**src/rtl/clsc_ram.sv**
```systemverilog
module clsc_ram #(
    parameter int WIDTH = 8,
    parameter int DEPTH = 16
) (
    input  logic                                   i_clk,
    input  logic                                   i_we,
    input  logic [(DEPTH > 1 ? $clog2(DEPTH) : 1)-1:0] i_waddr,
    input  logic [WIDTH-1:0]                       i_wdata,
    input  logic                                   i_re,
    input  logic [(DEPTH > 1 ? $clog2(DEPTH) : 1)-1:0] i_raddr,
    output logic [WIDTH-1:0]                       o_rdata
);

    logic [WIDTH-1:0] r_mem [DEPTH];

    always_ff @(posedge i_clk) begin
        if (i_we) begin
            r_mem[i_waddr] <= i_wdata;
        end
        if (i_re) begin
            o_rdata <= r_mem[i_raddr];
        end
    end

endmodule

```
**config.mk**
```make
export PLATFORM = sky130hd
export DESIGN_NAME = clsc_ram
export DESIGN_NICKNAME = d
export VERILOG_FILES = /design/src/rtl/clsc_ram.sv
export SDC_FILE = /design/constraint.sdc
export NUM_CORES = 1
export LEC_CHECK = 0
export BUFFER_PORTS_ARGS = -buffer_cell sky130_fd_sc_hd__buf_4
export CAP_MARGIN = 10
export CORE_UTILIZATION = 50
export CTS_CLUSTER_DIAMETER = 50
export DETAILED_ROUTE_END_ITERATION = 10
export PLACE_DENSITY = 0.79
export SYNTH_ARGS = -nofsm -noshare
export SYNTH_HDL_FRONTEND = slang
export SYNTH_SLANG_ARGS = --single-unit
```
**constraint.sdc**
```tcl
create_clock -name i_clk -period 2.6 [get_ports i_clk]
set_clock_uncertainty 0.15 [all_clocks]
set_input_delay 0.39 -clock i_clk [delete_from_list [all_inputs] [get_ports i_clk]]
set_output_delay 0.39 -clock i_clk [all_outputs]
set_load 0.05 [all_outputs]
```
==> flow_metrics.py <==
metrics = {
    "floorplanning": {
        "die_height_um": 104.3,
        "fp-row-count": 36,
        "start_util": 0.5251,
        "dieArea_um2": 10870,
        "fp.dieW_um": 104.3,
        "ios": 27,
        "core-area_um2": 9955,
    },
    "worst_hold_path": {
        "whs_path_depth": 1,
        "hold_start": "i_wdata[4]",
        "hold_class": "in -> reg",
        "holdPathEnd": "r_mem[2][4]",
    },
    "routing": {
        "vias": 2536,
        "dr.pass1.iters": 4,
        "initialDrtViolationCount": 202,
        "wl_per_cell_um": 23.31,
        "drtAntennaViolNets": 0,
        "wirelength_um": 10000,
        "avgViaCountPerCell": 5.911,
        "drcViolationCount": 0,
    },
    "grt": {
        "met2_usage": 0.3138,
        "grt.met3_usage": 0.05514,
        "grt_antenna_before_repair": 0,
        "first_global_vias": 2662,
        "globalRouteMet1Util": 0.2620,
        "grtUsageTotal": 0.1998,
        "overflow": 0,
        "grt_pass1_wl_um": 15280,
        "grt_max_degree": 33,
        "grt-busiest-layer": "met2",
    },
    "clocking": {
        "cts_root_buffer": "clkbuf_8",
        "cts_tree": "done",
        "cts_setup_buffers": 0,
        "clkLatencyLatePin_ps": 520,
        "clk_pin_slew_ps": 60,
        "clock_tree.buffer_depth": 2,
        "cts_max_level": 4,
        "clkSinkCount": 136,
        "cts_buffers": 17,
    },
    "final_layout": {
        "areaGrowthSynthToFinish_pct": 20.27,
        "num-nets-final": 302,
        "fin_util": 0.6316,
        "final_common_cell": "edfxtp_1",
        "num_antenna_cells": 0,
        "layout_common_cells": "136 x edfxtp_1, 44 x buf_4, 18 x mux4_2, 16 x a22oi_1, 16 x clkbuf_16",
        "layout.cells.non_filler": 429,
        "drive_above_1_share": 0.3176,
    },
    "worst_setup_path": {
        "cp-end-kind": "flop",
        "critical-path-max-stage-delay_ps": 560,
        "crit_family": "buffers and inverters",
        "required_ps": 2710,
        "timing.rr.end": "o_rdata[7]",
        "cp_max_fo": 20,
        "reg2reg_slack_ps": 850,
        "critical_path.most_common_cell": "buf_4",
        "crit_arrival_ps": 1890,
        "worstRegToRegCells": 3,
        "crit_buf_inv": 2,
        "r2r_start": "r_mem[7][7]",
        "path_class": "in -> reg",
        "cp_slowest_cell": "mux4_1",
        "setup.worst_path.start_class": "input pin",
        "cp_cell_sequence": "buf_4 -> buf_4 -> mux4_1 -> a22oi_1 -> nand2_1",
    },
    "placed_design": {
        "dp.cells": 396,
        "hpwlAfterDp_um": 6111,
        "place_congestion": 0.7150,
        "port_buffers": 26,
    },
    "yosys": {
        "seq_area_frac_synth": 0.7812,
        "synth_xor_area_frac": 0,
        "synthMuxAreaShare": 0.1479,
        "synth-simple-area-share": 0.03135,
        "syn_nets": 248,
        "avgSynthCellArea_um2": 22.83,
        "netlist_area_um2": 5228,
        "ys_seq_elements": 136,
        "synth_top_area_frac": 0.7812,
        "ys_types": 18,
        "synthAdderAreaFrac": 0,
        "yosys.area.top_type": "edfxtp_1",
        "synth_compound_area_frac": 0.02298,
        "synth_top_family_by_area": "multiplexers",
        "yosysWarningCount": 0,
        "synth.area.top_cells": "edfxtp_1 78%, mux4_2 7.8%, mux4_1 7.0%",
        "synthCells": 229,
    },
    "sta": {
        "period_share": 0.6820,
        "rsz0062_at_grt": "false",
        "finalSetupViolations": 0,
        "tns_ps": 0,
        "maxSlewViolCount": 0,
        "max_slew_margin": 0.5456,
        "tightest_slew_ps": 680.1,
        "final_hold_viol_count": 0,
        "max_freq_mhz": 564.0,
        "finalCriticalPeriod_ps": 1773,
    },
    "outcome": {
        "outcome": "finished, final reports clean",
    },
    "power_and_ir_drop": {
        "p_leak_nw": 2.134,
        "vdd_drop_max_mv": 0.3349,
        "power.density_nw_per_um2": 845.8,
    },
    "flow_run": {
        "maxCapViolCount": 0,
    },
}
## routing by layer
metal	wire length [um]	part of all wire
met5	0	0
met4	150	0.015
met3	805	0.080
met1	4044	0.40
met2	5001	0.50
## metrics by stage
step                hold WS, ps  total power [mW]  area (um2)  setup slack [ps]
floorplan                 338.9             2.688        5228             567.1
global placement          534.9             2.784        5638             346.0
detailed placement        548.7             2.798        5638             292.2
CTS                       9.814             5.353        6287             834.9
global route              21.25             5.454        6287             738.4
finish                    32.96             5.318        6287             826.9
## cell families (layout without fill, tap and decap cells)
family	count (synthesis)	in the layout
mux	32	32
simple gates	35	35
flops	136	136
compound gates	16	16
buf+inv	10	77
## what timing repair did
action,4_1_cts,5_1_grt
endpoints found under the hold margin,8,0
gates resized for setup,0,0
hold buffers,1,0
## power by group
part	switching [mW]	internal, mW
clock	0.901	1.66
sequential	0.0141	2.47
combinational	0.162	0.107
total	1.08	4.24
## flip-flops by register name, indices dropped and copies added (netlist names)
name     count
o_rdata      8
r_mem      128
## Yosys cell counts
master,n
a22oi_1,16
and2_1,1
and2b_1,1
buf_2,3
buf_4,1
buf_6,3
clkdlybuf4s25_2,3
edfxtp_1,136
mux4_1,14
mux4_2,18
nand2_1,9
nand2b_1,2
nand3_1,1
nand3b_1,2
nor2_1,13
nor2b_1,1
nor3_1,4
or3b_2,1
## area by class of cell
| type | count | area, um2 |
|---|---|---|
| flip-flops and latches | 136 | 4084 |
| fillers | 637 | 3667 |
| multi-input cells | 83 | 1057 |
| clock buffers | 18 | 417.9 |
| repair buffers | 45 | 340.3 |
| clock inverters | 14 | 221.5 |
| well taps | 133 | 166.4 |
## worst max-delay path by stage
stage / from / endpoint / slack (ps) / cells after the start
after global placement: i_raddr[0] / o_rdata[1] / 350 / 5
after CTS: i_raddr[0] / o_rdata[1] / 830 / 5
after floorplan: i_waddr[2] / r_mem[0][0] / 570 / 2
after global routing: i_raddr[0] / o_rdata[1] / 740 / 5
after detailed placement: i_raddr[0] / o_rdata[1] / 290 / 5
final: i_raddr[0] / o_rdata[1] / 830 / 5
(Power assumes the default switching activity.)
