$ cat src/rtl/clsc_pkg.sv
package clsc_pkg;

    typedef enum logic [1:0] {
        F_META   = 2'd0,
        F_ENTRY  = 2'd1,
        F_LOOKUP = 2'd2,
        F_ACK    = 2'd3
    } t_func;

    localparam logic [2:0] EV_NONE     = 3'd0;
    localparam logic [2:0] EV_REJECT   = 3'd1;
    localparam logic [2:0] EV_UPTODATE = 3'd2;
    localparam logic [2:0] EV_REQUEST  = 3'd3;
    localparam logic [2:0] EV_DONE     = 3'd4;
    localparam logic [2:0] EV_LOOKUP   = 3'd5;
    localparam logic [2:0] EV_ACK      = 3'd6;

    // one input item as held during its execute cycle
    typedef struct packed {
        t_func       func;
        logic [15:0] list_count;
        logic [31:0] list_crc;
        logic [15:0] chunk_start;
        logic [7:0]  chunk_count;
        logic [2:0]  entry_pos;
        logic [15:0] entry_id;
        logic [63:0] entry_name;
        logic [15:0] lookup_index;
        logic [15:0] cur_effect;
    } t_item;

    // what the execute cycle does to the state and the result
    typedef struct packed {
        logic [2:0] ev;
        logic [7:0] req;
        logic       hit;
        logic       wr;
        logic       sync_start;
        logic       sync_stop;
        logic       advance;
        logic       commit;
        logic       ack;
    } t_dec;

endpackage

$ cat src/rtl/clsc_decide.sv
module clsc_decide #(
    parameter int CACHE_DEPTH = 256,
    parameter int CHUNK_MAX   = 8,
    parameter int CNT_W       = 9,
    parameter int ADDR_W      = 8
) (
    input  clsc_pkg::t_item    i_item,
    input  logic               i_sync_active,
    input  logic [CNT_W-1:0]   i_next_index,
    input  logic [CNT_W-1:0]   i_sync_total,
    input  logic [31:0]        i_sync_checksum,
    input  logic               i_valid_flag,
    input  logic [CNT_W-1:0]   i_committed_count,
    input  logic [31:0]        i_committed_checksum,
    output clsc_pkg::t_dec     o_dec,
    output logic [ADDR_W-1:0]  o_dst,
    output logic [CNT_W-1:0]   o_new_next
);
    import clsc_pkg::*;

    localparam int DW = CNT_W + 3;

    logic              meta_bad;
    logic              meta_match;
    logic              ent_bad;
    logic [CNT_W-1:0]  room;
    logic [CNT_W-1:0]  n_cnt;
    logic [DW-1:0]     dst_full;
    logic              pos_bad;
    logic              last;
    logic              more;

    always_comb begin
        meta_bad   = (i_item.list_count == 16'd0) ||
                     (32'(i_item.list_count) > 32'(CACHE_DEPTH));
        meta_match = i_valid_flag && (32'(i_committed_count) == 32'(i_item.list_count)) &&
                     (i_committed_checksum == i_item.list_crc);

        ent_bad = !i_sync_active || (i_item.list_crc != i_sync_checksum) ||
                  (32'(i_item.chunk_start) != 32'(i_next_index)) ||
                  (i_item.chunk_count == 8'd0) ||
                  (32'(i_item.chunk_count) > 32'(CHUNK_MAX));
        room  = (i_sync_total > i_next_index) ? (i_sync_total - i_next_index) : '0;
        // clamp the chunk to what is left of the list
        n_cnt = (32'(i_item.chunk_count) > 32'(room)) ? room : CNT_W'(i_item.chunk_count);
        dst_full = DW'(i_next_index) + DW'(i_item.entry_pos);
        pos_bad  = (32'(i_item.entry_pos) >= 32'(n_cnt)) || (dst_full >= DW'(CACHE_DEPTH));
        last     = ((DW'(i_item.entry_pos) + DW'(1)) == DW'(n_cnt));
        o_new_next = i_next_index + n_cnt;
        more       = o_new_next < i_sync_total;
        o_dst      = ADDR_W'(dst_full);

        o_dec = '0;
        case (i_item.func)
            F_META: begin
                if (meta_bad) begin
                    o_dec.ev = EV_REJECT;
                end else if (meta_match) begin
                    o_dec.ev        = EV_UPTODATE;
                    o_dec.sync_stop = 1'b1;
                end else begin
                    o_dec.ev         = EV_REQUEST;
                    o_dec.sync_start = 1'b1;
                end
            end
            F_ENTRY: begin
                if (ent_bad || pos_bad) begin
                    o_dec.ev = EV_REJECT;
                end else begin
                    o_dec.wr = 1'b1;
                    o_dec.ev = EV_NONE;
                    if (last) begin
                        o_dec.advance = 1'b1;
                        if (more) begin
                            o_dec.ev  = EV_REQUEST;
                            o_dec.req = 8'(o_new_next);
                        end else begin
                            o_dec.ev        = EV_DONE;
                            o_dec.commit    = 1'b1;
                            o_dec.sync_stop = 1'b1;
                        end
                    end
                end
            end
            F_LOOKUP: begin
                o_dec.ev  = EV_LOOKUP;
                o_dec.hit = i_valid_flag &&
                            (32'(i_item.lookup_index) < 32'(i_committed_count));
            end
            F_ACK: begin
                o_dec.ev  = EV_ACK;
                o_dec.ack = 1'b1;
            end
            default: begin
                o_dec.ev = EV_NONE;
            end
        endcase
    end

endmodule

$ cat config.mk
export PLATFORM = sky130hd
export DESIGN_NAME = clsc_decide
export DESIGN_NICKNAME = d
export VERILOG_FILES = /design/src/rtl/clsc_pkg.sv /design/src/rtl/clsc_decide.sv
export SDC_FILE = /design/constraint.sdc
export NUM_CORES = 1
export LEC_CHECK = 0
export BUFFER_PORTS_ARGS = -buffer_cell sky130_fd_sc_hd__buf_2
export CORE_AREA = 3 3 122 124
export DETAILED_ROUTE_END_ITERATION = 8
export DIE_AREA = 0 0 125 127
export GPL_TIMING_DRIVEN = 0
export MAX_ROUTING_LAYER = met4
export PLACE_DENSITY = 0.58
export SLEW_MARGIN = 10
export SYNTH_ARGS = -nofsm -noshare
export SYNTH_HDL_FRONTEND = slang
export SYNTH_SLANG_ARGS = --single-unit
$ cat constraint.sdc
create_clock -name vclk -period 21.2
set_input_delay 2.12 -clock vclk [all_inputs]
set_output_delay 2.12 -clock vclk [all_outputs]
set_load 0.01 [all_outputs]
==> impl_metrics.env <==
export IMPL_status="complete, no violations"
export IMPL_cp_start_kind="primary input"
export IMPL_dp_hpwl_mm=13.6
export IMPL_fp_dieH_um=127
export IMPL_grtUsageTotal=0.178
export IMPL_path_max_fanout=10
export IMPL_antenna_left=0
export IMPL_finalWirelength_mm=14.8
export IMPL_peakVddDrop_v=0.0000372
export IMPL_slew_viol_final=0
export IMPL_cellPowerDensity_nw_per_um2=33.9
export IMPL_worst_path_max_delay_cell="a2111oi_4"
export IMPL_post_route_drc_count=0
export IMPL_holdWs_ns=4.61
export IMPL_whs_endpoint="o_dec[6]"
export IMPL_critPathMaxStageDelay_ns=0.66
export IMPL_finalSetupTns_ns=0
export IMPL_max_freq_mhz=87.5
export IMPL_first_pass_iters=4
export IMPL_worstSetupEndpointType="output port"
export IMPL_synth_cells_most_frequent="55 x xor2_1, 48 x ha_1, 46 x inv_1"
export IMPL_cp_arrival_ns=9.31
export IMPL_n_clock_buffer=0
export IMPL_antenna_found_initial=9
export IMPL_worst_pin_slew_ns=0.786
export IMPL_synthCells=418
export IMPL_hold_violations=0
export IMPL_yosysWarnings=0
export IMPL_ios=317
export IMPL_rsz0062_at_grt="false"
export IMPL_drive_gt1_frac=0.363
export IMPL_synth_area_leaders="ha_1 19%, xor2_1 16%, xnor2_1 12%"
export IMPL_yosysMostFrequentCell="xor2_1"
export IMPL_seq_cell_count=0
export IMPL_instances_no_fill=824
export IMPL_dp_cells=819
export IMPL_fill_cells=1576
export IMPL_rows=43
export IMPL_cts_repair_resized=0
export IMPL_max_cap_violations=0
export IMPL_cts_setup_buffers=0
export IMPL_critPathKind="primary input to output port"
export IMPL_synth_largest_area_cell="ha_1"
export IMPL_port_buffers=221
export IMPL_max_slew_margin_rel=0.475
export IMPL_area_growth_pct=43.5
export IMPL_seq_area_um2=0
export IMPL_finalSetupViolCount=0
export IMPL_num_vias=3792
export IMPL_via_per_inst=4.60
export IMPL_fp_coreArea_um2=13900
export IMPL_grt_first_pass_wirelength_mm=21.4
export IMPL_wire_per_inst_um=17.9
export IMPL_die_area_um2=15900
export IMPL_place_congestion=0.914
export IMPL_grt_pass1_vias=3767
export IMPL_overflow=0
export IMPL_cp_required_ns=19.08
export IMPL_hold_path_class="primary input to output port"
export IMPL_fin_crit_ns=11.43
export IMPL_die_w_um=125
export IMPL_leakagePower_nw=2.35
export IMPL_whs_path_depth=5
export IMPL_start_util=0.222
export IMPL_fin_util=0.319
export IMPL_nets=974
export IMPL_syn_avg_cell_area_um2=7.39
export IMPL_p_total_mw=0.150
export IMPL_netlist_cell_type_count=51
export IMPL_synth_top_area_frac=0.194
export IMPL_ys_seq_area_frac=0
export IMPL_timing_final_crit_share=0.539
export IMPL_cts_hold_buf=0
export IMPL_syn_nets=751
export IMPL_synth_area_um2=3090
export IMPL_grt_max_degree=11
export IMPL_first_iter_violations=142
export IMPL_hp_start="i_item[31]"
-- kinds of logic (layout without fill, tap and decap cells) --
family | after synthesis | in the layout | share of synthesized area
buffers and inverters | 47 | 268 | 0.0571
other | 0 | 5 | 0
and+or+nand+nor | 123 | 123 | 0.220
xor gates and xnor gates | 99 | 99 | 0.281
adders and majority gates | 51 | 51 | 0.214
muxes | 1 | 1 | 0.00365
AOI/OAI and AO/OA | 97 | 97 | 0.225
-- layout by cell type (no fill, tap or decap), types with 7 or more instances in the layout --
master    synthesis  routed
and2_1            9       9
nor2_1           21      21
nor3_1            8       8
inv_1            46      46
nor4_1           23      23
buf_2             0     221
o21ai_0          17      17
a21o_1           24      24
xor2_1           55      55
nand2_1          20      20
xnor2_1          44      44
nand4_1          13      13
a21oi_1          19      19
ha_1             48      48
nand2b_1          7       7
-- layout make-up --
type / count / area, µm² / area share
Antenna cell: 5 / 12.5 / 0.00282
Buffer: 1 / 3.75 / 0.000847
Inverter: 46 / 173 / 0.0390
Tap cell: 180 / 225 / 0.0508
Timing Repair Buffer: 221 / 1110 / 0.250
Multi-Input combinational cell: 371 / 2910 / 0.657
-- per-stage QoR --
step / instance area (µm²) / worst slack (ns)
6_report: 4430 / 9.77
5_1_grt: 4430 / 8.90
4_1_cts: 4420 / 9.76
3_5_place_dp: 4420 / 9.83
3_3_place_gp: 4420 / 9.73
2_1_floorplan: 3090 / 11.37
-- critical path, delay by kind of cell --
kind                     cells  cell delay [ns]
adder cells (fa/ha/maj)      4             1.23
AO/OA/AOI/OAI               15             3.54
AND/OR/NAND/NOR              7             1.39
XOR/XNOR                     1             0.21
buffers and inverters        5             0.79
-- report_power, final --
group / leakage, nW / switching, mW / total, mW / internal [mW]
sequential: 0 / 0 / 0 / 0
combinational: 2.35 / 0.0841 / 0.150 / 0.0661
clock: 0.0000317 / 0 / 0.0000000316 / 0.0000000316
-- worst max-delay path by stage --
stage	startpoint	cells after the start	endpoint
finish	i_next_index[1]	32	o_dec[13]
global route	i_next_index[1]	31	o_dec[12]
CTS	i_next_index[1]	29	o_dec[11]
detailed placement	i_next_index[1]	32	o_dec[11]
global placement	i_next_index[1]	31	o_dec[9]
floorplan	i_sync_total[0]	30	o_dec[9]
-- metal layers --
| layer | vias to the layer above | GRT usage | share of wire |
|---|---|---|---|
| met1 | 1660 | 0.215 | 0.42 |
| met4 | 0 | 0.0434 | 0.030 |
| met2 | 144 | 0.317 | 0.50 |
| li1 | 1962 | - | - |
| met5 | - | - | 0 |
| met3 | 26 | 0.0217 | 0.057 |
No activity file was read; power rests on OpenSTA's default activity.
